### src/asx_pkg.sv
// ----------------------------------------------------------------------------
// asx_pkg : shared types and constants of the sponge XOF hash
// Holds the state type, the initial value, the round count and the
// round-constant helper used by the round unit and the sequencer.
// ----------------------------------------------------------------------------
`default_nettype none

package asx_pkg;

    localparam int ASX_ROUNDS       = 12;
    localparam int ASX_RATE_BYTES   = 8;
    localparam int ASX_DIGEST_WORDS = 8;

    typedef logic [63:0]      t_word;
    typedef logic [4:0][63:0] t_state;
    typedef logic [3:0]       t_rnd;

    localparam t_word  ASX_IV       = 64'h0000_0800_00cc_0003;
    localparam t_state ASX_IV_STATE = {64'h0, 64'h0, 64'h0, 64'h0, ASX_IV};
    localparam t_rnd   ASX_LAST_RND = t_rnd'(ASX_ROUNDS - 1);

    // Round constant: high nibble counts down from 0xf, low nibble counts up.
    function automatic logic [7:0] asx_rc(input t_rnd rnd);
        logic [3:0] hi;
        hi = 4'hf - rnd;
        return {hi, rnd};
    endfunction

endpackage

`default_nettype wire

### src/sponge_xof_hash.sv
// ----------------------------------------------------------------------------
// sponge_xof_hash : 64-bit rate sponge XOF hash, one round per cycle
// Absorbs one 8-byte block per item and squeezes DIGEST_WORDS digest words
// after the final, padded block, using a single shared round unit.
// ----------------------------------------------------------------------------
// Full block: accepted in ST_IDLE, then ASX_ROUNDS rounds run in ST_ABSORB;
//   the next item is taken only once the sequencer is back in ST_IDLE.
// Final block: after its rounds, ST_EMIT hands out the first digest word,
//   then each further word gets another round pass and emit, then ST_INIT
//   rebuilds the initial state before the next item (more while output stalls).
// Rounds use the one-round-per-cycle shared permutation unit. Reset: loads the
//   IV and runs an initial permutation pass; no item is accepted until it completes.
`default_nettype none

module sponge_xof_hash #(
    parameter int DIGEST_WORDS = asx_pkg::ASX_DIGEST_WORDS
) (
    input  wire         i_clk,
    input  wire         i_rst_n,
    input  wire         i_in_valid,
    output logic        o_in_stall,
    input  wire  [63:0] i_block_data,
    input  wire  [3:0]  i_valid_bytes,
    output logic        o_out_valid,
    input  wire         i_out_stall,
    output logic [63:0] o_digest_word,
    output logic        o_last_word
);
    import asx_pkg::*;

    // word counter width; keep one bit for a single-word digest
    localparam int            WCW       = (DIGEST_WORDS > 1) ? $clog2(DIGEST_WORDS) : 1;
    localparam logic [WCW-1:0] LAST_WORD = WCW'(DIGEST_WORDS - 1);

    // sequencer codes
    localparam logic [1:0] ST_INIT   = 2'd0;  // permute freshly loaded IV
    localparam logic [1:0] ST_IDLE   = 2'd1;  // ready for the next item
    localparam logic [1:0] ST_ABSORB = 2'd2;  // 12 rounds on the state
    localparam logic [1:0] ST_EMIT   = 2'd3;  // hand the current digest word to the output

    logic [1:0]     r_state, n_state;
    t_rnd           r_cnt,   n_cnt;
    logic [WCW-1:0] r_wcnt,  n_wcnt;
    logic           r_final, n_final;
    t_state         r_sponge, n_sponge;
    t_state         round_out;

    logic           r_out_vld, n_out_vld;
    t_word          r_out_word;
    logic           r_out_last;

    logic           in_acc;
    logic           out_free;
    logic           out_load;
    logic           emit_last;
    t_word          absorb_word;

    asx_round u_round (
        .i_state (r_sponge),
        .i_rnd   (r_cnt),
        .o_state (round_out)
    );

    assign o_in_stall = (r_state != ST_IDLE);
    assign in_acc     = i_in_valid && !o_in_stall;
    assign out_free   = !r_out_vld || !i_out_stall;
    assign out_load   = (r_state == ST_EMIT) && out_free;
    assign emit_last  = (r_wcnt == LAST_WORD);

    // Build the absorbed word: keep valid bytes, put the pad byte just
    // after them; a count of eight or more keeps all bytes and drops the pad.
    always_comb begin
        for (int b = 0; b < ASX_RATE_BYTES; b++) begin
            if (4'(b) < i_valid_bytes) begin
                absorb_word[8*b +: 8] = i_block_data[8*b +: 8];
            end else if (4'(b) == i_valid_bytes) begin
                absorb_word[8*b +: 8] = 8'h01;
            end else begin
                absorb_word[8*b +: 8] = 8'h00;
            end
        end
    end

    always_comb begin
        n_state  = r_state;
        n_cnt    = r_cnt;
        n_wcnt   = r_wcnt;
        n_final  = r_final;
        n_sponge = r_sponge;
        case (r_state)
            ST_INIT: begin
                n_sponge = round_out;
                n_cnt    = r_cnt + 4'd1;
                if (r_cnt == ASX_LAST_RND) begin
                    n_cnt   = '0;
                    n_state = ST_IDLE;
                end
            end
            ST_IDLE: begin
                if (in_acc) begin
                    n_sponge[0] = r_sponge[0] ^ absorb_word;
                    n_final     = !i_valid_bytes[3];
                    n_wcnt      = '0;
                    n_cnt       = '0;
                    n_state     = ST_ABSORB;
                end
            end
            ST_ABSORB: begin
                n_sponge = round_out;
                n_cnt    = r_cnt + 4'd1;
                if (r_cnt == ASX_LAST_RND) begin
                    n_cnt   = '0;
                    n_state = r_final ? ST_EMIT : ST_IDLE;
                end
            end
            ST_EMIT: begin
                // hold until the output register can take the word
                if (out_free) begin
                    if (emit_last) begin
                        n_sponge = ASX_IV_STATE;
                        n_final  = 1'b0;
                        n_cnt    = '0;
                        n_state  = ST_INIT;
                    end else begin
                        n_wcnt  = r_wcnt + WCW'(1);
                        n_cnt   = '0;
                        n_state = ST_ABSORB;
                    end
                end
            end
            default: begin
                n_state = ST_INIT;
                n_cnt   = '0;
            end
        endcase
    end

    assign n_out_vld = out_load || (r_out_vld && i_out_stall);

    always_ff @(posedge i_clk) begin
        if (!i_rst_n) begin
            r_state   <= ST_INIT;
            r_cnt     <= '0;
            r_wcnt    <= '0;
            r_final   <= 1'b0;
            r_out_vld <= 1'b0;
            r_sponge  <= ASX_IV_STATE;
        end else begin
            r_state   <= n_state;
            r_cnt     <= n_cnt;
            r_wcnt    <= n_wcnt;
            r_final   <= n_final;
            r_out_vld <= n_out_vld;
            r_sponge  <= n_sponge;
        end
    end

    // output payload: load on emit, otherwise hold
    always_ff @(posedge i_clk) begin
        if (out_load) begin
            r_out_word <= r_sponge[0];
            r_out_last <= emit_last;
        end
    end

    assign o_out_valid   = r_out_vld;
    assign o_digest_word = r_out_word;
    assign o_last_word   = r_out_last;

    // an accepted item always starts a fresh round count
    a_accept_start: assert property (@(posedge i_clk) disable iff (!i_rst_n)
        in_acc |=> (r_state == ST_ABSORB) && (r_cnt == '0))
        else $error("accepted item did not start the permutation");

    // the squeeze is only reached on a final block
    a_emit_final: assert property (@(posedge i_clk) disable iff (!i_rst_n)
        (r_state == ST_EMIT) |-> r_final)
        else $error("digest emit without a final block");

    // the permutation never ends early
    a_absorb_full: assert property (@(posedge i_clk) disable iff (!i_rst_n)
        (r_state == ST_ABSORB) && (r_cnt != ASX_LAST_RND) |=> (r_state == ST_ABSORB))
        else $error("permutation left before the last round");

    // the last digest word sends the sponge back to initialisation
    a_last_reinit: assert property (@(posedge i_clk) disable iff (!i_rst_n)
        out_load && emit_last |=> (r_state == ST_INIT) && (r_cnt == '0) && r_out_last)
        else $error("last word did not restart the initial pass");

endmodule

`default_nettype wire

### src/asx_round.sv
// ----------------------------------------------------------------------------
// asx_round : one round of the 320-bit sponge permutation
// Constant addition, 5-bit S-box layer and linear diffusion layer, all
// combinational; the sequencer applies it once per clock cycle while in ST_INIT or ST_ABSORB.
// ----------------------------------------------------------------------------
`default_nettype none

module asx_round (
    input  wire asx_pkg::t_state i_state,
    input  wire asx_pkg::t_rnd   i_rnd,
    output asx_pkg::t_state      o_state
);
    import asx_pkg::*;

    function automatic t_word rotr(input t_word v, input int r);
        return (v >> r) | (v << (64 - r));
    endfunction

    always_comb begin
        t_state x;
        t_state t;
        x = i_state;
        x[2] = x[2] ^ {56'h0, asx_rc(i_rnd)};
        // substitution layer
        x[0] = x[0] ^ x[4];
        x[4] = x[4] ^ x[3];
        x[2] = x[2] ^ x[1];
        t[0] = ~x[0] & x[1];
        t[1] = ~x[1] & x[2];
        t[2] = ~x[2] & x[3];
        t[3] = ~x[3] & x[4];
        t[4] = ~x[4] & x[0];
        x[0] = x[0] ^ t[1];
        x[1] = x[1] ^ t[2];
        x[2] = x[2] ^ t[3];
        x[3] = x[3] ^ t[4];
        x[4] = x[4] ^ t[0];
        x[1] = x[1] ^ x[0];
        x[0] = x[0] ^ x[4];
        x[3] = x[3] ^ x[2];
        x[2] = ~x[2];
        // linear layer
        o_state[0] = x[0] ^ rotr(x[0], 19) ^ rotr(x[0], 28);
        o_state[1] = x[1] ^ rotr(x[1], 61) ^ rotr(x[1], 39);
        o_state[2] = x[2] ^ rotr(x[2], 1)  ^ rotr(x[2], 6);
        o_state[3] = x[3] ^ rotr(x[3], 10) ^ rotr(x[3], 17);
        o_state[4] = x[4] ^ rotr(x[4], 7)  ^ rotr(x[4], 41);
    end

endmodule

`default_nettype wire
### config.mk
export PLATFORM = sky130hd
export DESIGN_NAME = sponge_xof_hash
export DESIGN_NICKNAME = d
export VERILOG_FILES = /design/src/asx_pkg.sv /design/src/sponge_xof_hash.sv /design/src/asx_round.sv
export SDC_FILE = /design/constraint.sdc
export NUM_CORES = 2
export LEC_CHECK = 0
export BUFFER_PORTS_ARGS = -buffer_cell sky130_fd_sc_hd__buf_2
export CAP_MARGIN = 20
export CELL_PAD_IN_SITES_DETAIL_PLACEMENT = 0
export CELL_PAD_IN_SITES_GLOBAL_PLACEMENT = 1
export CORE_MARGIN = 1
export CORE_UTILIZATION = 51
export CTS_CLUSTER_SIZE = 20
export DETAILED_ROUTE_END_ITERATION = 10
export PLACE_DENSITY = 0.92
export SYNTH_ARGS = -nofsm -noshare
export SYNTH_HDL_FRONTEND = slang
export SYNTH_SLANG_ARGS = --single-unit
### constraint.sdc
create_clock -name i_clk -period 5.2 [get_ports i_clk]
set_input_delay 0.78 -clock i_clk [delete_from_list [all_inputs] [get_ports i_clk]]
set_output_delay 0.78 -clock i_clk [all_outputs]
set_load 0.02 [all_outputs]
==> impl_metrics.sql <==
INSERT INTO impl_metrics (metric_group, metric, value, unit) VALUES
('outcome', 'run_status', 'finished clean', ''),
('setup_path', 'endpoint_kind', 'register', ''),
('setup_path', 'critical_path_depth', '7', ''),
('yosys', 'syn-num-nets', '3042', ''),
('layout', 'mostFrequentLayoutCell', 'sky130_fd_sc_hd__dfxtp_1', ''),
('clocking', 'clk_root_buffer_cell', 'sky130_fd_sc_hd__clkbuf_16', ''),
('layout', 'drive_above_1_share', '14.4', '%'),
('yosys', 'ys_ff_latch', '396', ''),
('setup_path', 'cpMaxStageDelayCell', 'sky130_fd_sc_hd__xnor2_1', ''),
('detailed_routing', 'drtAntennaViolNets', '0', ''),
('clocking', 'clk_pin_slew_worst_paths', '0.06', 'ns'),
('timing', 'fmax', '307', 'MHz'),
('yosys', 'synth-xor-area-share', '41.1', '%'),
('timing', 'clock-skew-final', '0.0183', 'ns'),
('yosys', 'synth_fa_ha_area_share', '7.52', '%'),
('layout', 'layout.area.seq', '8580', 'um^2'),
('timing', 'relSlewSlack', '13.0', '%'),
('global_route', 'grt_first_pass_wirelength', '168000', 'um'),
('layout', 'final_cell_mix', 'sky130_fd_sc_hd__dfxtp_1, sky130_fd_sc_hd__xnor2_1, sky130_fd_sc_hd__nand2_1', ''),
('yosys', 'ys_types', '59', ''),
('yosys', 'largest_family_of_logic_cells_by_synthesized_area', 'XOR/XNOR gates', ''),
('yosys', 'ys.warnings.count', '0', ''),
('die', 'initial_utilization', '51.6', '%'),
('placed_design', 'hpwl', '98300', 'um'),
('timing', 'timing_hold_violations_final', '0', ''),
('timing', 'worst_slew_pin_slew', '1.29', 'ns'),
('layout', 'nNetsFinal', '3157', ''),
('setup_path', 'setup.worst_path.end', 'r_sponge[187]', ''),
('timing', 'finalWorstPathRequiredPeriod', '3.26', 'ns'),
('detailed_routing', 'drt_first_iter_violations', '2797', ''),
('die', 'die_w', '246', 'um'),
('detailed_routing', 'drcViolationCount', '0', ''),
('clocking', 'cts_hold_buf', '0', ''),
('yosys', 'synth_ff_type', 'sky130_fd_sc_hd__dfxtp_1', ''),
('setup_path', 'worst_ep_arrival_time', '3.73', 'ns'),
('clocking', 'cts_inserted_buffers', '49', ''),
('yosys', 'number_of_enable_flip_flop_cells_after_synthesis', '65', ''),
('yosys', 'synthArstFlopShare', '0', '%'),
('timing', 'setup_viol', '0', ''),
('yosys', 'netlist_area', '30500', 'um^2'),
('clocking', 'h-tree-depth', '2', ''),
('setup_path', 'critical_path.n_buffers_inverters', '0', ''),
('flow_run', 'timing.max_cap.violations', '0', ''),
('detailed_routing', 'routed_via_density', '6.09', ''),
('setup_path', 'critical-path-top-cell-by-count', 'sky130_fd_sc_hd__xnor2_1', ''),
('setup_path', 'startpoint', 'r_cnt[1]', ''),
('yosys', 'yosysSeqAreaShare', '28.1', '%'),
('setup_path', 'reg2regPathDepth', '7', ''),
('global_route', 'first_global_vias', '21300', ''),
('placed_design', 'buffer_ports.inserted', '138', ''),
('yosys', 'synthMuxAreaShare', '2.04', '%'),
('clocking', 'cts-root-to-sink-buffers', '3', ''),
('die', 'fp.dieArea', '60700', 'um^2'),
('clocking', 'cts_tree', 'done', ''),
('timing', 'timing.final.max_slew_violations', '0', ''),
('detailed_routing', 'dr_total_vias', '23000', ''),
('clocking', 'insertion_delay', '0.61', 'ns'),
('setup_path', 'r2r_start', 'r_cnt[1]', ''),
('setup_path', 'crit_fanout', '5', ''),
('setup_path', 'crit_family', 'XOR/XNOR gates', ''),
('timing', 'setup-tns-final', '0', 'ns'),
('yosys', 'synthesis.instances', '2839', ''),
('yosys', 'synthesis.area_per_instance', '10.7', 'um^2'),
('die', 'pin_count', '139', ''),
('setup_path', 'slowest_delay', '0.77', 'ns'),
('clocking', 'cts_resized', '0', ''),
('setup_path', 'crit_chain', 'xor2_1, ha_1, xnor2_1, xnor2_1, xnor2_1, a2bb2oi_1, nor2_1', ''),
('worst_hold_path', 'worst_hold_path_type', 'register to register', ''),
('setup_path', 'setup.worst_path.start_class', 'register', ''),
('setup_path', 'r2r_setup_slack', '1.94', 'ns'),
('worst_hold_path', 'worstHoldPathCells', '2', '');
[worst min-delay path: cells and delay by family (launching register included)]
| kind | cells | cell delay [ns] |
|---|---|---|
| DFF | 1 | 0.31 |
| AOI/OAI and AO/OA | 1 | 0.05 |
| and+or+nand+nor | 1 | 0.05 |
[layer usage]
metal	routed length [um]	track usage [%]	vias up	part of all wire, %
li1	-	-	9981	-
met1	47700	52.6	11400	39
met2	54100	60.9	1295	44
met3	13400	11.0	269	11
met4	7670	22.9	8	6.2
met5	56	0	-	0.046
[worst min-delay path by stage]
stage	start	slack, ns	endpoint
after CTS	r_sponge[235]	0.45	r_sponge[235]
after floorplan	r_sponge[201]	0.43	r_sponge[201]
after global placement	r_sponge[235]	0.44	r_sponge[235]
after detailed placement	r_sponge[235]	0.44	r_sponge[235]
final	r_sponge[235]	0.45	r_sponge[235]
after global routing	r_sponge[245]	0.47	r_sponge[245]
[layout make-up]
class,count,share of cell area (%)
Multi-Input combinational cell,2132,61.6
Antenna cell,3,0.0223
Inverter,195,2.18
Clock inverter,23,0.490
Timing Repair Buffer,180,3.20
Clock buffer,69,4.14
Tap cell,773,2.87
Sequential cell,396,25.5
[through the flow]
stage	cell area, um^2	instances	hold slack [ns]	util [%]	worst slack (ns)
after detailed placement	32100	3668	0.442	54.3	2.15
after CTS	33600	3760	0.449	56.9	2.13
final	33700	3771	0.447	57.1	1.94
after global placement	32000	3664	0.436	54.2	2.03
after global routing	33700	3768	0.471	57.1	1.89
after floorplan	30500	2839	0.425	-	0.880
[Yosys cell counts (7+ instances only)]
cell type | number | share of area [%]
sky130_fd_sc_hd__edfxtp_1 | 65 | 6.4
sky130_fd_sc_hd__nor3_1 | 7 | 0.11
sky130_fd_sc_hd__xnor3_1 | 250 | 18
sky130_fd_sc_hd__a22o_1 | 97 | 2.8
sky130_fd_sc_hd__o2bb2ai_1 | 16 | 0.46
sky130_fd_sc_hd__nand3_1 | 30 | 0.49
sky130_fd_sc_hd__inv_1 | 193 | 2.4
sky130_fd_sc_hd__xor2_2 | 13 | 0.69
sky130_fd_sc_hd__a21boi_0 | 7 | 0.17
sky130_fd_sc_hd__maj3_2 | 26 | 0.96
sky130_fd_sc_hd__ha_1 | 131 | 5.4
sky130_fd_sc_hd__o21ai_1 | 40 | 0.66
sky130_fd_sc_hd__xor2_1 | 210 | 6.0
sky130_fd_sc_hd__o22ai_1 | 11 | 0.23
sky130_fd_sc_hd__xnor2_2 | 121 | 6.5
sky130_fd_sc_hd__a22oi_1 | 19 | 0.47
sky130_fd_sc_hd__buf_2 | 20 | 0.33
sky130_fd_sc_hd__o21ai_0 | 169 | 2.8
sky130_fd_sc_hd__dfxtp_1 | 331 | 22
sky130_fd_sc_hd__maj3_1 | 36 | 1.2
sky130_fd_sc_hd__nor2_1 | 121 | 1.5
sky130_fd_sc_hd__mux2i_1 | 61 | 2.0
sky130_fd_sc_hd__a2bb2oi_1 | 58 | 1.7
sky130_fd_sc_hd__nand2_1 | 253 | 3.1
sky130_fd_sc_hd__xnor2_1 | 300 | 8.6
sky130_fd_sc_hd__buf_1 | 8 | 0.099
sky130_fd_sc_hd__a21oi_1 | 80 | 1.3
sky130_fd_sc_hd__clkbuf_1 | 88 | 1.1
sky130_fd_sc_hd__a31oi_1 | 13 | 0.27
[sequential cells by signal, summed over array words and instances (netlist names)]
name / cells
r_sponge: 320
r_wcnt: 3
r_state: 2
o_last_word: 1
r_cnt: 4
o_digest_word: 64
o_out_valid: 1
r_final: 1
[logic make-up (layout without fill, tap and decap cells)]
family          Yosys count  after routing
mux                      62             62
xor+xnor                904            904
simple gates            438            438
buf+inv                 311            467
flops                   396            396
compound gates          535            535
fa+ha+maj               193            193
other cells               0              3
Power is left out: the tool's default activity adds up to more than one toggle a clock period on the data nets, which glitch-free logic cannot reach.
